[config.mk]
export PLATFORM = sky130hd
export DESIGN_NAME = mix_minus_audio_mixer_top
export DESIGN_NICKNAME = d
export VERILOG_FILES = /design/src/rtl/mmix_pkg.sv /design/src/rtl/mmix_gate.sv /design/src/rtl/mmix_sum.sv /design/src/rtl/mmix_sat.sv /design/src/rtl/mix_minus_audio_mixer_top.sv
export VERILOG_INCLUDE_DIRS = /design/src /design/src/rtl
export SDC_FILE = /design/constraint.sdc
export NUM_CORES = 1
export LEC_CHECK = 0
export BUFFER_PORTS_ARGS = -buffer_cell sky130_fd_sc_hd__clkbuf_2
export CAP_MARGIN = 20
export CORE_UTILIZATION = 25
export DETAILED_ROUTE_END_ITERATION = 8
export PLACE_DENSITY = 0.4
export SYNTH_ARGS = -nofsm -noshare
export SYNTH_HDL_FRONTEND = slang
export SYNTH_SLANG_ARGS = --single-unit
[constraint.sdc]
create_clock -name clk -period 5.9 [get_ports clk]
set_input_delay 0.295 -clock clk [delete_from_list [all_inputs] [get_ports clk]]
set_output_delay 0.295 -clock clk [all_outputs]
set_load 0.005 [all_outputs]
[src/rtl/assert_macros.svh]
// assertion macros shared by the mixer rtl
`ifndef ASSERT_MACROS_SVH
`define ASSERT_MACROS_SVH

// checked only while out of reset
`define MMIX_ASSERT(lbl, prop, msg) \
  lbl: assert property (@(posedge clk) disable iff (!rst_n) prop) else $error(msg);

// checked at every edge, reset included
`define MMIX_ASSERT_ALWAYS(lbl, prop, msg) \
  lbl: assert property (@(posedge clk) prop) else $error(msg);

`endif

[src/rtl/mmix_pkg.sv]
// shared types and constants for the mix-minus mixer
package mmix_pkg;

  localparam int NUM_SLOTS = 8;
  localparam int CHANNELS  = 8;
  localparam int SAMPLE_W  = 16;
  // room for the full sum plus one bit for the self-removal difference
  localparam int SUM_W     = SAMPLE_W + $clog2(CHANNELS) + 1;

  typedef logic signed [SAMPLE_W-1:0] sample_t;
  typedef logic signed [SUM_W-1:0]    acc_t;

  localparam acc_t Q15_MAX = acc_t'(32767);
  localparam acc_t Q15_MIN = acc_t'(-32768);

endpackage

[src/rtl/mmix_gate.sv]
// per-connection gate: passes the sample only when mixed and unmuted
module mmix_gate (
  input  mmix_pkg::sample_t sample,
  input  logic              mixed,
  input  logic              muted,
  output mmix_pkg::sample_t contrib
);

  assign contrib = (mixed && !muted) ? sample : '0;

endmodule

[src/rtl/mmix_sum.sv]
// merge stage: adds the gated contributions of all lanes
module mmix_sum (
  input  mmix_pkg::sample_t contrib [mmix_pkg::CHANNELS],
  output mmix_pkg::acc_t    sum
);

  always_comb begin
    sum = '0;
    for (int i = 0; i < mmix_pkg::CHANNELS; i++) begin
      sum = sum + mmix_pkg::acc_t'(contrib[i]);
    end
  end

endmodule

[src/rtl/mmix_sat.sv]
// per-connection output: sum minus own contribution, saturated to q1.15
module mmix_sat (
  input  mmix_pkg::acc_t    sum,
  input  mmix_pkg::sample_t contrib,
  input  logic              remove_self,
  output mmix_pkg::sample_t result
);

  mmix_pkg::acc_t diff;

  assign diff = sum - (remove_self ? mmix_pkg::acc_t'(contrib) : mmix_pkg::acc_t'(0));

  always_comb begin
    if (diff > mmix_pkg::Q15_MAX) begin
      result = mmix_pkg::sample_t'(mmix_pkg::Q15_MAX);
    end else if (diff < mmix_pkg::Q15_MIN) begin
      result = mmix_pkg::sample_t'(mmix_pkg::Q15_MIN);
    end else begin
      result = diff[mmix_pkg::SAMPLE_W-1:0];
    end
  end

endmodule

[src/rtl/mix_minus_audio_mixer_top.sv]
// mix-minus mixer top level: gate lanes, merge adder, saturating output lanes
// an accepted request moves through the gate, sum and saturate registers before out_valid rises
// throughput: one frame per cycle, a new request each cycle while out_ready holds
// a stage holds only while it and every later stage are full and out_ready is low
// reset (sync, rst_n low): pipeline empties and remove_self returns to 1
`include "assert_macros.svh"

module mix_minus_audio_mixer_top (
  input  logic              clk,
  input  logic              rst_n,

  input  logic              cfg_wr_en,
  input  logic              cfg_wr_data,

  input  logic              in_valid,
  output logic              in_ready,
  input  mmix_pkg::sample_t in_sample_0,
  input  mmix_pkg::sample_t in_sample_1,
  input  mmix_pkg::sample_t in_sample_2,
  input  mmix_pkg::sample_t in_sample_3,
  input  mmix_pkg::sample_t in_sample_4,
  input  mmix_pkg::sample_t in_sample_5,
  input  mmix_pkg::sample_t in_sample_6,
  input  mmix_pkg::sample_t in_sample_7,
  input  logic [7:0]        in_mix_mask,
  input  logic [7:0]        in_muted_mask,

  output logic              out_valid,
  input  logic              out_ready,
  output mmix_pkg::sample_t out_0,
  output mmix_pkg::sample_t out_1,
  output mmix_pkg::sample_t out_2,
  output mmix_pkg::sample_t out_3,
  output mmix_pkg::sample_t out_4,
  output mmix_pkg::sample_t out_5,
  output mmix_pkg::sample_t out_6,
  output mmix_pkg::sample_t out_7
);

  localparam int CH = mmix_pkg::CHANNELS;

  logic              remove_self_r;

  mmix_pkg::sample_t in_smp     [mmix_pkg::NUM_SLOTS];
  mmix_pkg::sample_t gate_c     [CH];
  mmix_pkg::sample_t s1_c_r     [CH];
  mmix_pkg::sample_t s2_c_r     [CH];
  mmix_pkg::acc_t    sum;
  mmix_pkg::acc_t    s2_sum_r;
  mmix_pkg::sample_t lane_out   [mmix_pkg::NUM_SLOTS];
  mmix_pkg::sample_t out_r      [mmix_pkg::NUM_SLOTS];

  logic s1_v_r, s1_v_nxt;
  logic s2_v_r, s2_v_nxt;
  logic out_v_r, out_v_nxt;
  logic out_adv, s2_ready, s1_ready;
  logic pipe_full;

  assign in_smp[0] = in_sample_0;
  assign in_smp[1] = in_sample_1;
  assign in_smp[2] = in_sample_2;
  assign in_smp[3] = in_sample_3;
  assign in_smp[4] = in_sample_4;
  assign in_smp[5] = in_sample_5;
  assign in_smp[6] = in_sample_6;
  assign in_smp[7] = in_sample_7;

  // stall chain: a stage moves when it is empty or the next one moves
  assign out_adv  = !out_v_r || out_ready;
  assign s2_ready = !s2_v_r || out_adv;
  assign s1_ready = !s1_v_r || s2_ready;
  assign in_ready = s1_ready;

  assign pipe_full = s1_v_r && s2_v_r && out_v_r;

  always_comb begin
    s1_v_nxt  = s1_ready ? in_valid : s1_v_r;
    s2_v_nxt  = s2_ready ? s1_v_r : s2_v_r;
    out_v_nxt = out_adv ? s2_v_r : out_v_r;
  end

  always_ff @(posedge clk) begin
    if (!rst_n) begin
      s1_v_r        <= 1'b0;
      s2_v_r        <= 1'b0;
      out_v_r       <= 1'b0;
      remove_self_r <= 1'b1;
    end else begin
      s1_v_r  <= s1_v_nxt;
      s2_v_r  <= s2_v_nxt;
      out_v_r <= out_v_nxt;
      if (cfg_wr_en) begin
        remove_self_r <= cfg_wr_data;
      end
    end
  end

  genvar g;
  generate
    for (g = 0; g < CH; g++) begin : g_lane
      mmix_gate u_gate (
        .sample  (in_smp[g]),
        .mixed   (in_mix_mask[g]),
        .muted   (in_muted_mask[g]),
        .contrib (gate_c[g])
      );

      mmix_sat u_sat (
        .sum         (s2_sum_r),
        .contrib     (s2_c_r[g]),
        .remove_self (remove_self_r),
        .result      (lane_out[g])
      );
    end
    for (g = CH; g < mmix_pkg::NUM_SLOTS; g++) begin : g_unused
      assign lane_out[g] = '0;
    end
  endgenerate

  mmix_sum u_sum (
    .contrib (s1_c_r),
    .sum     (sum)
  );

  always_ff @(posedge clk) begin
    if (s1_ready) begin
      s1_c_r <= gate_c;
    end
    if (s2_ready) begin
      s2_c_r   <= s1_c_r;
      s2_sum_r <= sum;
    end
    if (out_adv) begin
      out_r <= lane_out;
    end
  end

  assign out_valid = out_v_r;
  assign out_0 = out_r[0];
  assign out_1 = out_r[1];
  assign out_2 = out_r[2];
  assign out_3 = out_r[3];
  assign out_4 = out_r[4];
  assign out_5 = out_r[5];
  assign out_6 = out_r[6];
  assign out_7 = out_r[7];

  `MMIX_ASSERT(a_s1_moves_on, s1_v_r && s2_ready |=> s2_v_r, "sum stage lost a request")
  `MMIX_ASSERT(a_full_blocks_in, pipe_full && !out_ready |-> !in_ready, "accept while full")
  `MMIX_ASSERT_ALWAYS(a_reset_remove_self, !rst_n |=> remove_self_r, "remove_self not set")

endmodule

==> results.toml <==
[drt]
vias = 19400
routedWlPerCell_um = 21.4
post_drt_via_cell_ratio = 4.58
drc_errors = 0
drtIter0Drc = 1308
dr.pass1.iters = 5
drtAntennaViolNets = 0
wirelength_um = 90600

[setup_path]
reg2reg_setup_slack_ns = -0.04
cp_max_fo = 3
end_kind = "register"
r2r_end = "s2_sum_r[18]$_DFFE_PP_"
required_ns = 6.27
critical_path.startpoint_type = "register"
rr_startpoint = "s1_c_r[97]$_SDFFCE_PN0P_"
crit_path_start = "s1_c_r[97]$_SDFFCE_PN0P_"
rr_worst_depth = 25
cp_data_arrival_time_ns = 6.32
worstSetupPathType = "register to register"
crit_path_end = "s2_sum_r[18]$_DFFE_PP_"

[final_layout]
drive_above_1_share_pct = 20.6
fin_cells = 4229
fillCellCount = 10600
final_common_cell = "edfxtp_1"
final-seq-area_um2 = 12200
multi_input_area_um2 = 13400
final_cell_area_um2 = 32800
final_cell_mix = "404 x edfxtp_1, 279 x clkbuf_2, 208 x nand2_1"
nets = 3238
synthToLayoutAreaGrowth_pct = 25.8
utilization_pct = 31.7

[yosys]
ys_ff_latch = 408
synth_cell_types = 96
syn-num-nets = 2753
ys.flop_type = "edfxtp_1"
ys_warn_count = 0
async_flop_share_pct = 0
seq_area_frac_synth_pct = 46.9
synthCells = 2322
avgSynthCellArea_um2 = 11.2
synth_edf_count = 404
syn-cell-area_um2 = 26100

[global_route]
grt_use_total_pct = 17.1
grt_max_degree = 72
antenna_found_initial = 7
gr-total-overflow = 0
grt_pass1_vias = 20000
grt_pass1_wl_um = 132000

[clocking]
clk_latency_ns = 0.62
cts_sinks = 408
clockBufferDepth = 3
cts.htree.levels = 2
clkTransAtPathRegs_ns = 0.06
cts-root-buf = "clkbuf_16"
cts_buffers = 51
tritoncts = "yes"

[timing]
holdWs_ns = 0.0340
final.setup.tns_ns = -0.0694
rsz0062_at_grt = "yes"
post-route-min-period_ns = 5.94
worstMarginPinSlew_ns = 1.09
max_clock_freq_mhz = 168
worst_slack_ns = -0.0448
finClkSkew_ns = 0.0258
hold_viol_final = 0
fin_crit_sh_pct = 101
setup_viol = 2
slew_headroom_pct = 27.6
maxSlewViolCount = 0

[run_status]
violations = "negative setup slack"
outcome = "finished, violations left"

[pwr]
power.density_nw_per_um2 = 561
p_leak_nw = 13.6
ir_drop_v = 0.000206

[die]
ios = 280
start_util_pct = 25.2
die_y_um = 325
die_area_um2 = 106000
num_rows = 118
core_region_area_um2 = 103000
die_w_um = 325

[place]
dpl_cell_area_um2 = 29700
globalplace.congestion = 0.857
dpl.hpwl_um = 71100
placedCellCount = 4026
port_buffers = 279

[run]
maxCapViolCount = 0

[hold_path]
hold_class = "primary input to register"
worst max-delay path, stage by stage, from the launching register on:
cell       delay [ns]
edfxtp_1         0.42
inv_2            0.07
fa_1             0.40
inv_1            0.07
ha_2             0.18
inv_2            0.04
fa_2             0.33
nor2b_1          0.12
o21ai_1          0.08
a21boi_1         0.20
o211ai_1         0.15
a21oi_2          0.27
a2111oi_4        0.06
xor2_1           0.21
fa_1             0.46
fa_1             0.47
fa_1             0.54
inv_1            0.06
ha_4             0.25
buf_4            0.15
a22o_1           0.25
a311oi_4         0.33
nor3_4           0.10
a211o_1          0.30
a21oi_2          0.14
xnor2_1          0.07
how the worst min path moves through the flow:
| stage | startpoint | end | slack [ns] | cells past startpoint |
|---|---|---|---|---|
| 2_1_floorplan | rst_n | remove_self_r$_SDFFE_PN1P_ | 0.36 | 1 |
| 3_3_place_gp | s1_c_r[81]$_SDFFCE_PN0P_ | s2_c_r[81]$_DFFE_PP_ | 0.44 | 0 |
| 3_5_place_dp | s1_c_r[113]$_SDFFCE_PN0P_ | s2_c_r[113]$_DFFE_PP_ | 0.44 | 0 |
| 4_1_cts | in_sample_6[13] | s1_c_r[29]$_SDFFCE_PN0P_ | 0.0005 | 2 |
| 5_1_grt | in_sample_2[2] | s1_c_r[82]$_SDFFCE_PN0P_ | 0.02 | 2 |
| 6_report | in_sample_2[3] | s1_c_r[83]$_SDFFCE_PN0P_ | 0.03 | 2 |
power by group:
part	internal [mW]	leakage, nW	switching, mW	total (mW)
sequential	4.34	4.68	0.686	5.03
combinational	4.19	8.07	6.02	10.2
clock	1.84	0.811	1.32	3.15
per-layer routing:
metal,global-route usage (%),up-vias,part of all wire (%)
met5,0,-,0
met1,22.3,9427,45
li1,-,9371,-
met3,2.49,122,4.0
met2,28.6,445,48
met4,6.01,0,3.6
cells by family (layout without fill, tap and decap cells):
logic type / after synthesis / after routing / share of synthesized area [%]
fa+ha+maj: 281 / 281 / 16.2
simple gates: 684 / 684 / 13.2
compound gates: 570 / 570 / 14.9
flops: 408 / 408 / 46.9
mux: 3 / 3 / 0.115
xor+xnor: 157 / 157 / 5.39
buf+inv: 219 / 745 / 3.30
other cells: 0 / 1 / 0
state kept, by name (all words and copies together) (netlist names), 16 cells and up:
| name | count |
|---|---|
| out_4 | 16 |
| s2_c_r | 128 |
| out_0 | 16 |
| s1_c_r | 128 |
| out_7 | 16 |
| out_6 | 16 |
| out_2 | 16 |
| s2_sum_r | 20 |
| out_5 | 16 |
| out_1 | 16 |
| out_3 | 16 |
final cells by class:
cell class / instances / area share [%]
Tap cell: 1380 / 5.27
Clock inverter: 35 / 1.03
Clock buffer: 59 / 4.05
Inverter: 170 / 1.96
Multi-Input combinational cell: 1695 / 40.8
Sequential cell: 408 / 37.3
Timing Repair Buffer: 481 / 9.60
Antenna cell: 1 / 0.00763
timing repair:
| item | in CTS | in global routing |
|---|---|---|
| setup endpoints to repair | 6 | 7 |
| hold buffers | 90 | 0 |
| gates resized for setup | 52 | 21 |
| endpoints found under the hold margin | 91 | 0 |
| pin swaps | 59 | 37 |
| buffers inserted | 14 | 5 |
stage by stage:
stage / total power, mW / setup WS, ns
finish: 18.4 / -0.0448
global route: 19.9 / -0.355
CTS: 18.6 / -0.0251
detailed placement: 15.1 / -0.583
global placement: 15.0 / -0.413
floorplan: 11.7 / 0.0265
cells in the mapped netlist (5+ instances only):
cell,n,area share [%]
o21ai_1,12,0.23
a211o_1,7,0.24
buf_2,10,0.19
inv_1,169,2.4
a21boi_0,6,0.17
a21oi_1,205,3.9
nor4_1,8,0.19
xor2_1,53,1.8
fa_1,95,7.3
nor2_1,90,1.3
nand2_1,211,3.0
a311oi_1,5,0.17
a2111oi_0,7,0.24
or2_2,6,0.14
o31ai_1,10,0.29
and2_1,152,3.6
o211ai_1,17,0.49
a21oi_2,5,0.17
or3_1,13,0.31
xnor2_1,100,3.4
o21ai_0,79,1.5
nor3_1,56,1.1
nand2b_1,27,0.65
ha_1,186,8.9
nand4_1,6,0.14
nor3b_1,6,0.17
clkbuf_1,31,0.45
nand3_1,45,0.86
o21a_1,41,1.2
a21o_1,59,1.7
o21bai_1,11,0.32
a31oi_1,15,0.36
nor2b_1,35,0.84
a211oi_1,15,0.43
and3_1,12,0.29
edfxtp_1,404,47
Power figures use the tool's default switching activity.
